===== config.mk =====
export PLATFORM = sky130hd
export DESIGN_NAME = life_cell_automaton_step_unit
export DESIGN_NICKNAME = d
export VERILOG_FILES = /design/src/lcas_pkg.sv /design/src/lcas_win_cell.sv /design/src/lcas_line_store.sv /design/src/lcas_out_fifo.sv /design/src/life_cell_automaton_step_unit.sv
export VERILOG_INCLUDE_DIRS = /design/src /design/src/src
export SDC_FILE = /design/constraint.sdc
export NUM_CORES = 1
export LEC_CHECK = 0
export BUFFER_PORTS_ARGS = -buffer_cell sky130_fd_sc_hd__buf_2
export CELL_PAD_IN_SITES_DETAIL_PLACEMENT = 0
export CELL_PAD_IN_SITES_GLOBAL_PLACEMENT = 1
export CORE_MARGIN = 1.5
export CORE_UTILIZATION = 59
export CTS_CLUSTER_SIZE = 14
export DETAILED_ROUTE_END_ITERATION = 7
export HOLD_SLACK_MARGIN = 0.02
export PLACE_DENSITY_LB_ADDON = 0.05
export RECOVER_POWER = 100
export SLEW_MARGIN = 20
export SYNTH_ARGS = -nofsm -noshare
export SYNTH_HDL_FRONTEND = slang
export SYNTH_SLANG_ARGS = --single-unit

===== constraint.sdc =====
create_clock -name clk -period 36.1 [get_ports clk]
set_input_delay 1.805 -clock clk [delete_from_list [all_inputs] [get_ports clk]]
set_output_delay 1.805 -clock clk [all_outputs]
set_load 0.005 [all_outputs]

===== src/life_cell_automaton_step_unit_macros.svh =====
// Assertion macros for the Life generation step unit.
// Included by the top level; needs nothing else.
`ifndef LIFE_CELL_AUTOMATON_STEP_UNIT_MACROS_SVH
`define LIFE_CELL_AUTOMATON_STEP_UNIT_MACROS_SVH

// Antecedent and consequent in the same cycle.
`define LCAS_ASSERT_SAME(label, ck, rn, ante, cons, msg) \
  label: assert property (@(posedge ck) disable iff (!(rn)) (ante) |-> (cons)) \
    else $error(msg);

// Consequent in the cycle after the antecedent.
`define LCAS_ASSERT_NEXT(label, ck, rn, ante, cons, msg) \
  label: assert property (@(posedge ck) disable iff (!(rn)) (ante) |=> (cons)) \
    else $error(msg);

`endif


===== src/lcas_pkg.sv =====
// Shared types, constants and the B3/S23 rule for the Life step unit.
// No dependencies.
package lcas_pkg;

  localparam int CFG_W          = 10;
  localparam int CFG_IDX_W      = 1;
  localparam int MAX_WIDTH_DEF  = 512;
  localparam int MAX_HEIGHT_DEF = 512;
  localparam int GRID_WIDTH_RST  = 480;
  localparam int GRID_HEIGHT_RST = 269;
  localparam int OUT_FIFO_DEPTH = 8;
  localparam int WIN_COL_W      = 3;

  typedef enum logic [CFG_IDX_W-1:0] {
    REG_GRID_WIDTH  = 1'b0,
    REG_GRID_HEIGHT = 1'b1
  } cfg_reg_e;

  // one column of the window: bit 0 upper row, bit 1 middle, bit 2 lower
  typedef logic [WIN_COL_W-1:0] win_col_t;

  typedef struct packed {
    logic upper;
    logic middle;
  } line_pair_t;

  typedef struct packed {
    logic next_alive;
    logic row_end;
    logic frame_end;
  } result_t;

  // per-cell flags carried from acceptance into the window stage
  typedef struct packed {
    logic bot;
    logic col_zero;
    logic row_ge1;
    logic row_ge2;
    logic last_col;
    logic padding;
  } cell_flags_t;

  // bit (col*3 + row), centre is bit 4
  function automatic logic life_next(input logic [8:0] win);
    logic [3:0] cnt;
    cnt = '0;
    for (int k = 0; k < 9; k++) begin
      if (k != 4) cnt = cnt + {3'b000, win[k]};
    end
    return (cnt == 4'd3) || ((cnt == 4'd2) && win[4]);
  endfunction

endpackage


===== src/lcas_win_cell.sv =====
// One column cell of the 3x3 window chain.
// Uses lcas_pkg for the column type.
module lcas_win_cell (
  input  logic              clk,
  input  logic              rst_n,
  input  logic              shift_en,
  input  logic              clear,
  input  lcas_pkg::win_col_t col_in,
  output lcas_pkg::win_col_t col_q,
  output lcas_pkg::win_col_t col_nxt
);

  lcas_pkg::win_col_t col_r;

  assign col_nxt = clear ? '0 : col_in;
  assign col_q   = col_r;

  always_ff @(posedge clk) begin
    if (!rst_n) begin
      col_r <= '0;
    end else if (shift_en) begin
      col_r <= col_nxt;
    end
  end

endmodule


===== src/lcas_line_store.sv =====
// Paired line store: row two above and row just above, one entry per column.
// Uses lcas_pkg for the entry type. Read data is registered.
module lcas_line_store #(
  parameter int DEPTH  = lcas_pkg::MAX_WIDTH_DEF,
  parameter int ADDR_W = $clog2(DEPTH)
) (
  input  logic                 clk,
  input  logic [ADDR_W-1:0]    rd_addr,
  output lcas_pkg::line_pair_t rd_data,
  input  logic                 wr_en,
  input  logic [ADDR_W-1:0]    wr_addr,
  input  lcas_pkg::line_pair_t wr_data
);

  lcas_pkg::line_pair_t mem [DEPTH];
  lcas_pkg::line_pair_t rd_data_r;

  always_ff @(posedge clk) begin
    if (wr_en) begin
      mem[wr_addr] <= wr_data;
    end
    rd_data_r <= mem[rd_addr];
  end

  assign rd_data = rd_data_r;

endmodule


===== src/lcas_out_fifo.sv =====
// Result queue: takes up to two results a cycle, hands out one.
// Uses lcas_pkg for the result type and depth.
module lcas_out_fifo (
  input  logic              clk,
  input  logic              rst_n,
  input  logic              push_a,
  input  lcas_pkg::result_t data_a,
  input  logic              push_b,
  input  lcas_pkg::result_t data_b,
  input  logic              pop,
  output logic              not_empty,
  output lcas_pkg::result_t head,
  output logic [$clog2(lcas_pkg::OUT_FIFO_DEPTH+1)-1:0] level
);

  localparam int DEPTH = lcas_pkg::OUT_FIFO_DEPTH;
  localparam int PTR_W = $clog2(DEPTH);
  localparam int LVL_W = $clog2(DEPTH+1);

  lcas_pkg::result_t entry_r [DEPTH];
  logic [PTR_W-1:0] wr_ptr_r, wr_ptr_nxt, rd_ptr_r, rd_ptr_nxt;
  logic [LVL_W-1:0] level_r, level_nxt;
  logic [LVL_W-1:0] n_push;
  logic             do_pop;

  // push_b is only raised together with push_a
  assign n_push = push_a ? (push_b ? LVL_W'(2) : LVL_W'(1)) : '0;
  assign do_pop = pop && (level_r != '0);

  always_comb begin
    wr_ptr_nxt = wr_ptr_r + PTR_W'(n_push);
    rd_ptr_nxt = do_pop ? rd_ptr_r + PTR_W'(1) : rd_ptr_r;
    level_nxt  = level_r + n_push - (do_pop ? LVL_W'(1) : LVL_W'(0));
  end

  always_ff @(posedge clk) begin
    if (push_a) entry_r[wr_ptr_r] <= data_a;
    if (push_a && push_b) entry_r[wr_ptr_r + PTR_W'(1)] <= data_b;
  end

  always_ff @(posedge clk) begin
    if (!rst_n) begin
      wr_ptr_r <= '0;
      rd_ptr_r <= '0;
      level_r  <= '0;
    end else begin
      wr_ptr_r <= wr_ptr_nxt;
      rd_ptr_r <= rd_ptr_nxt;
      level_r  <= level_nxt;
    end
  end

  assign not_empty = (level_r != '0);
  assign head      = entry_r[rd_ptr_r];
  assign level     = level_r;

endmodule


===== src/life_cell_automaton_step_unit.sv =====
// Life generation step unit (birth on 3, survival on 2 or 3) on a raster stream.
// Uses lcas_pkg, lcas_win_cell, lcas_line_store, lcas_out_fifo and the macros header.
//
// Cells of the current generation enter one per cycle, when in_ready is high, in
// raster order: grid_height rows of grid_width cells, then one padding row of
// grid_width cells whose values are ignored. Each frame returns grid_width *
// grid_height next-generation cells in raster order, each flagged with row_end and
// frame_end; a cell leaves one row and one column after it entered, the last cell
// of each row arriving together with the one before it. An accepted cell is read
// against the paired line store (one registered read port) in the next cycle,
// shifts a chain of three window column cells and lands in an 8-entry result
// queue. The unit takes one cell every cycle while the queue keeps room for two
// results of the cell in flight and two of the next one; with out_ready held high
// the queue never fills. After reset a clearing pass zeroes the line store, one
// column a cycle across all MAX_WIDTH columns, with in_ready low; configuration
// writes are taken at any time. Width below 2 acts as 2, above MAX_WIDTH as
// MAX_WIDTH; height 0 acts as 1, above MAX_HEIGHT as MAX_HEIGHT.
`include "life_cell_automaton_step_unit_macros.svh"

module life_cell_automaton_step_unit #(
  parameter int MAX_WIDTH  = lcas_pkg::MAX_WIDTH_DEF,
  parameter int MAX_HEIGHT = lcas_pkg::MAX_HEIGHT_DEF
) (
  input  logic                           clk,
  input  logic                           rst_n,
  // input cell stream
  input  logic                           in_valid,
  output logic                           in_ready,
  input  logic                           in_cell_alive,
  // result stream
  output logic                           out_valid,
  input  logic                           out_ready,
  output logic                           out_next_alive,
  output logic                           out_row_end,
  output logic                           out_frame_end,
  // configuration writes
  input  logic                           cfg_wr_en,
  input  logic [lcas_pkg::CFG_IDX_W-1:0] cfg_index,
  input  logic [lcas_pkg::CFG_W-1:0]     cfg_wr_data
);

  localparam int CFG_W  = lcas_pkg::CFG_W;
  localparam int COL_W  = $clog2(MAX_WIDTH);
  localparam int ROW_W  = $clog2(MAX_HEIGHT + 1);
  localparam int BIG_W  = ($clog2(MAX_WIDTH + 1) > $clog2(MAX_HEIGHT + 1)) ?
                          $clog2(MAX_WIDTH + 1) : $clog2(MAX_HEIGHT + 1);
  // compare width: holds the register value and both limits
  localparam int CMP_W  = ((BIG_W > CFG_W) ? BIG_W : CFG_W) + 1;
  localparam int DEPTH  = lcas_pkg::OUT_FIFO_DEPTH;
  localparam int LVL_W  = $clog2(DEPTH + 1);

  // ---------------- configuration registers ----------------
  logic [CFG_W-1:0] grid_width_r, grid_height_r;

  always_ff @(posedge clk) begin
    if (!rst_n) begin
      grid_width_r  <= CFG_W'(lcas_pkg::GRID_WIDTH_RST);
      grid_height_r <= CFG_W'(lcas_pkg::GRID_HEIGHT_RST);
    end else if (cfg_wr_en) begin
      case (lcas_pkg::cfg_reg_e'(cfg_index))
        lcas_pkg::REG_GRID_WIDTH:  grid_width_r  <= cfg_wr_data;
        lcas_pkg::REG_GRID_HEIGHT: grid_height_r <= cfg_wr_data;
        default: ;
      endcase
    end
  end

  // clamped geometry
  logic [CMP_W-1:0] gw_ext, gh_ext, eff_w, eff_h;

  always_comb begin
    gw_ext = CMP_W'(grid_width_r);
    gh_ext = CMP_W'(grid_height_r);
    if (gw_ext < CMP_W'(2))              eff_w = CMP_W'(2);
    else if (gw_ext > CMP_W'(MAX_WIDTH)) eff_w = CMP_W'(MAX_WIDTH);
    else                                 eff_w = gw_ext;
    if (gh_ext < CMP_W'(1))               eff_h = CMP_W'(1);
    else if (gh_ext > CMP_W'(MAX_HEIGHT)) eff_h = CMP_W'(MAX_HEIGHT);
    else                                  eff_h = gh_ext;
  end

  // ---------------- line store clearing pass ----------------
  logic             clr_active_r;
  logic [COL_W-1:0] clr_addr_r;

  always_ff @(posedge clk) begin
    if (!rst_n) begin
      clr_active_r <= 1'b1;
      clr_addr_r   <= '0;
    end else if (clr_active_r) begin
      clr_addr_r <= clr_addr_r + COL_W'(1);
      if (clr_addr_r == COL_W'(MAX_WIDTH - 1)) clr_active_r <= 1'b0;
    end
  end

  // ---------------- acceptance and raster counters ----------------
  logic [COL_W-1:0] col_r, col_nxt;
  logic [ROW_W-1:0] row_r, row_nxt;
  logic             in_xact;
  logic [LVL_W-1:0] fifo_level;
  logic [LVL_W+1:0] room_need;
  lcas_pkg::cell_flags_t flags_nxt;

  logic                  s1_valid_r;
  logic [COL_W-1:0]      s1_col_r;
  lcas_pkg::cell_flags_t s1_flags_r;

  // queue must hold what is in flight plus two results of a new cell
  assign room_need = (LVL_W+2)'(fifo_level) + (s1_valid_r ? (LVL_W+2)'(2) : '0)
                   + (LVL_W+2)'(2);
  assign in_ready  = !clr_active_r && (room_need <= (LVL_W+2)'(DEPTH));
  assign in_xact   = in_valid && in_ready;

  always_comb begin
    flags_nxt.padding  = CMP_W'(row_r) >= eff_h;
    flags_nxt.last_col = CMP_W'(col_r) >= (eff_w - CMP_W'(1));
    flags_nxt.bot      = in_cell_alive && !flags_nxt.padding;
    flags_nxt.col_zero = (col_r == '0);
    flags_nxt.row_ge1  = (row_r != '0);
    flags_nxt.row_ge2  = (row_r > ROW_W'(1));
    col_nxt = flags_nxt.last_col ? '0 : col_r + COL_W'(1);
    if (flags_nxt.last_col) row_nxt = flags_nxt.padding ? '0 : row_r + ROW_W'(1);
    else                    row_nxt = row_r;
  end

  always_ff @(posedge clk) begin
    if (!rst_n) begin
      col_r      <= '0;
      row_r      <= '0;
      s1_valid_r <= 1'b0;
    end else begin
      s1_valid_r <= in_xact;
      if (in_xact) begin
        col_r <= col_nxt;
        row_r <= row_nxt;
      end
    end
  end

  always_ff @(posedge clk) begin
    if (in_xact) begin
      s1_col_r   <= col_r;
      s1_flags_r <= flags_nxt;
    end
  end

  // ---------------- line store ----------------
  lcas_pkg::line_pair_t ls_rd, ls_wr;
  logic                 ls_wr_en;
  logic [COL_W-1:0]     ls_wr_addr;
  lcas_pkg::win_col_t   new_col;

  // read at the column being accepted; data is there for the window stage
  always_comb begin
    new_col[0] = s1_flags_r.row_ge2 ? ls_rd.upper : 1'b0;
    new_col[1] = ls_rd.middle;
    new_col[2] = s1_flags_r.bot;
    if (clr_active_r) begin
      ls_wr_en     = 1'b1;
      ls_wr_addr   = clr_addr_r;
      ls_wr.upper  = 1'b0;
      ls_wr.middle = 1'b0;
    end else begin
      ls_wr_en     = s1_valid_r;
      ls_wr_addr   = s1_col_r;
      ls_wr.upper  = ls_rd.middle;
      ls_wr.middle = s1_flags_r.bot;
    end
  end

  lcas_line_store #(
    .DEPTH  (MAX_WIDTH),
    .ADDR_W (COL_W)
  ) u_line_store (
    .clk     (clk),
    .rd_addr (col_r),
    .rd_data (ls_rd),
    .wr_en   (ls_wr_en),
    .wr_addr (ls_wr_addr),
    .wr_data (ls_wr)
  );

  // ---------------- window chain: newest column enters cell 2 ----------------
  lcas_pkg::win_col_t c0_q, c1_q, c2_q, c0_n, c1_n, c2_n;
  logic               restart;

  assign restart = s1_flags_r.col_zero;

  lcas_win_cell u_cell0 (
    .clk(clk), .rst_n(rst_n), .shift_en(s1_valid_r), .clear(restart),
    .col_in(c1_q), .col_q(c0_q), .col_nxt(c0_n)
  );
  lcas_win_cell u_cell1 (
    .clk(clk), .rst_n(rst_n), .shift_en(s1_valid_r), .clear(restart),
    .col_in(c2_q), .col_q(c1_q), .col_nxt(c1_n)
  );
  lcas_win_cell u_cell2 (
    .clk(clk), .rst_n(rst_n), .shift_en(s1_valid_r), .clear(1'b0),
    .col_in(new_col), .col_q(c2_q), .col_nxt(c2_n)
  );

  // ---------------- results ----------------
  logic              res0_en, res1_en;
  lcas_pkg::result_t res0, res1, push_a_data;
  logic              push_a, push_b;

  always_comb begin
    // the cell one column back
    res0_en         = s1_valid_r && s1_flags_r.row_ge1 && !s1_flags_r.col_zero;
    res0.next_alive = lcas_pkg::life_next({c2_n, c1_n, c0_n});
    res0.row_end    = 1'b0;
    res0.frame_end  = 1'b0;
    // last column of the row: window shifted once more with an empty column
    res1_en         = s1_valid_r && s1_flags_r.row_ge1 && s1_flags_r.last_col;
    res1.next_alive = lcas_pkg::life_next({3'b000, c2_n, c1_n});
    res1.row_end    = 1'b1;
    res1.frame_end  = s1_flags_r.padding;
    // compact into queue slots
    push_a      = res0_en || res1_en;
    push_b      = res0_en && res1_en;
    push_a_data = res0_en ? res0 : res1;
  end

  lcas_pkg::result_t head;

  lcas_out_fifo u_out_fifo (
    .clk       (clk),
    .rst_n     (rst_n),
    .push_a    (push_a),
    .data_a    (push_a_data),
    .push_b    (push_b),
    .data_b    (res1),
    .pop       (out_ready),
    .not_empty (out_valid),
    .head      (head),
    .level     (fifo_level)
  );

  assign out_next_alive = head.next_alive;
  assign out_row_end    = head.row_end;
  assign out_frame_end  = head.frame_end;

  // ---------------- checks ----------------
  `LCAS_ASSERT_SAME(a_no_cell_during_clear, clk, rst_n, clr_active_r, !in_ready, "cell accepted during line store clear")
  `LCAS_ASSERT_NEXT(a_xact_reaches_window, clk, rst_n, in_valid && in_ready, s1_valid_r, "accepted cell missing from window stage")
  `LCAS_ASSERT_SAME(a_last_col_wraps, clk, rst_n, s1_valid_r && s1_flags_r.last_col, col_r == '0, "column counter did not wrap after last column")
  `LCAS_ASSERT_SAME(a_queue_bound, clk, rst_n, push_a, (LVL_W+1)'(fifo_level) + (push_b ? (LVL_W+1)'(2) : (LVL_W+1)'(1)) <= (LVL_W+1)'(DEPTH), "result queue overflow")
  `LCAS_ASSERT_NEXT(a_window_restart, clk, rst_n, s1_valid_r && restart, (c0_q == '0) && (c1_q == '0), "window not emptied at row start")

endmodule


==> results.md <==
* Status: finished, violations left
* Failing checks: capacitance limit, slew limit
* Clock tree buffer depth at 3
* Slowest stage delay, CP at 6850 ps
* Syn-to-layout area delta at 9.41%
* Setup Viol. Count Final at 0
* Number of synthesized flops with an enable pin at 1055
* PD cells at 51.0 mW/mm²
* Post-CTS Setup Bufs at 0
* Clock network power share at 43.6%
* Post-synth top area cell: edfxtp_1
* Drt drc at 0
* Die area at 0.0823 mm²
* R2R depth at 5
* Hold WC Path Type: reg -> reg
* R2r startpoint: clr_active_r$_SDFF_PN1_
* Crit path DAT at 16530 ps
* GRT Total Usage at between 20% and 30%
* Critical path class: reg -> reg
* Core Region at 0.0794 mm²
* Required @ worst endpoint at 35420 ps
* Most frequent cell on the critical path: clkbuf_1
* Sequential Power Share at between 50% and 60%
* CTS Sinks at 1134
* I/O pin cnt at 22
* Share of cells above drive strength 1 at 15.4%
* Initial Utilization at 59.9%
* CTS tree: yes
* Fillers at 5630
* CTS buffer count at ~110
* Root buffer cell: clkbuf_16
* Largest net degree at the start of global routing at 298
* Worst setup SP type: flip-flop
* Worst-path clk slew at approximately 60 ps
* RD Place Congestion at about 0.85
* DRT iter0 DRCs at 3418
* GR Overflow Total at 0
* Maximum VDD drop at 0.0408 mV
* Worst skew pair latency at 700 ps
* Top post-synthesis cells by area: edfxtp_1 (67%), mux4_2 (12%), nor2_1 (4.8%)
* Net Switching at 551 µW
* Fin Clk Skew at 32.2 ps
* Via-to-Cell Ratio at approximately 6.6
* Pre-Repair DR Iteration Count at 5
* CP max FO at 253
* Max_cap viols at 30
* Net Sw Frac at 20.7%
* Register area share after synthesis at ~70%
* Port Buffer Count at 21
* Vias in the first global route at 27313
* Post-Syn Nets at 3080
* Leak at 13.5 nW
* Gate power share at 2.5%
* FF+latch count, synth at 1134
* Sequential cell area at 0.0333 mm²
* Min-delay src: col_r[7]$_SDFFE_PN0P_
* CP max-delay cell: clkbuf_1
* CP endpoint kind: flip-flop
* Multi-input gate area at 0.0133 mm²
* Die H at 287 µm
* Fraction of registers with async set/reset at 0%
* Synth top area share at 66.6%
* Nets at 3062
* Slew @ Worst Pin at 10170 ps
* Gates resized, CTS repair at 0
* Cell count after synthesis at 3008
* Crit-path cells: clkbuf_1 -> nor2_4 -> clkbuf_1 -> clkbuf_1 -> clkbuf_1
* Commonest non-fill, non-tap cell in the layout: edfxtp_1
* Syn avg cell area at 15.8 µm²
* First-pass GRT wire length at 176000 µm
* Int Power at 2.10 mW
* Tot Pwr at 2.65 mW
* Initial antenna violation count at 1
* Commonest cells after routing, fill and taps aside: edfxtp_1 (1055), nor2_1 (600), mux4_2 (247), nand2_1 (159), clkbuf_16 (113)
* RSZ-0062 raised after global routing: no
* Most used flip-flop cell after synthesis: edfxtp_1
* Min Hold Slack at 460 ps
* Fin crit period at 17210 ps
* Routed len/inst at 29.0 µm
* Cell area after synthesis at roughly 0.048 mm²
* Detailed Route WL at around 120000 µm
* # hold bufs at CTS at 0
* Cells on Worst Hold Path at 0
* Total negative setup slack at 0 ps
* FP Rows at 103
* Library cells used by synthesis at 67
* Ant. Diodes at 0
* Antenna-violating nets left at 0
* Yosys warning total at 0
* Fmax at approximately 58 MHz
* Via count at 27136
* Tcrit/Tclk final at a little under half
* Hold Fails Final Rpt at 0
* Final core utilization at 65.5%
* CTS H-tree lvls at 3
* Horiz. Die Dim at 287 µm
* Detailed placer's ending HPWL at 65900 µm
* Final Slew Violations at 1758
* Relative slew slack at -578%
* Crit. Startpoint: clr_active_r$_SDFF_PN1_
[state kept, by name (all words and copies together), names as in the netlist, 4 cells and up, named ones only]
signal,cells
u_out_fifo.entry_r,24
row_r,10
col_r,9
u_line_store.mem,1024
s1_col_r,9
u_out_fifo.level,4
grid_height_r,10
grid_width_r,10
clr_addr_r,9
[critical path: cells and delay by family, from the launching register on]
kind / cells / cell delay, ps
buf+inv: 4 / 15020
flops: 1 / 290
simple gates: 1 / 260
[power by group through the flow]
stage	clock network [mW]	logic (mW)	registers [mW]
global route	1.21	0.0759	1.43
floorplan	0	0.0477	1.45
detailed placement	0	0.0691	1.46
CTS	1.17	0.0695	1.43
global placement	0	0.0665	1.46
finish	1.16	0.0675	1.43
[Yosys cell counts (13+ instances only)]
| master | count |
|---|---|
| nor2_1 | 603 |
| a211oi_1 | 14 |
| a22o_1 | 17 |
| mux2_2 | 13 |
| mux2i_1 | 67 |
| buf_1 | 19 |
| clkbuf_1 | 120 |
| nand2_1 | 166 |
| xnor2_1 | 13 |
| inv_1 | 45 |
| xor2_1 | 13 |
| buf_4 | 14 |
| buf_2 | 38 |
| a22oi_1 | 56 |
| nand3_1 | 60 |
| ha_1 | 47 |
| nor2b_1 | 23 |
| a31oi_1 | 16 |
| a221oi_1 | 13 |
| edfxtp_1 | 1055 |
| dfxtp_1 | 79 |
| a21oi_1 | 56 |
| nand2b_1 | 22 |
| o22ai_1 | 15 |
| mux4_2 | 247 |
| o21ai_0 | 26 |
[per-layer routing]
metal | up-vias | wire length [µm] | global-route usage [%]
met3 | 227 | 11500 | 6.31
met1 | 13988 | 46700 | 41.3
met5 | - | 13 | 0
met2 | 1374 | 57500 | 46.9
met4 | 2 | 4230 | 10.3
li1 | 11545 | - | -
[worst paths after layout]
kind                                                            to  slack (ps)
worst max-delay path            u_line_store.mem[195][1]$_DFFE_PP_       18890
worst min-delay path                         s1_col_r[7]$_DFFE_PP_         460
worst max register to register  u_line_store.mem[195][1]$_DFFE_PP_       18890
worst min register to register               s1_col_r[7]$_DFFE_PP_         460
[through the flow]
| stage | setup slack, ps | cell area (µm²) | cells |
|---|---|---|---|
| after floorplan | 20950 | 47500 | 3008 |
| after global placement | 31280 | 48600 | 3923 |
| after detailed placement | 31300 | 48600 | 3923 |
| after CTS | 31260 | 52200 | 4132 |
| after global routing | 16880 | 52000 | 4134 |
| final | 18890 | 52000 | 4134 |
[final cells by class]
| cell class | instances | area share [%] |
|---|---|---|
| clock buffers | 137 | 5.71 |
| clock inverters | 72 | 1.27 |
| inverters | 48 | 0.346 |
| multi-input cells | 1627 | 25.5 |
| flip-flops and latches | 1134 | 64.0 |
| well taps | 1050 | 2.53 |
| repair buffers | 66 | 0.707 |
[cells by family (layout without fill, tap and decap cells)]
logic type / Yosys count / count (layout) / synth area share [%]
flops: 1134 / 1134 / 70.0
simple gates: 942 / 942 / 8.21
buf+inv: 247 / 323 / 2.29
xor+xnor: 26 / 26 / 0.479
mux: 327 / 327 / 13.4
fa+ha+maj: 55 / 55 / 1.57
compound gates: 277 / 277 / 4.07
Power figures use the tool's default switching activity.
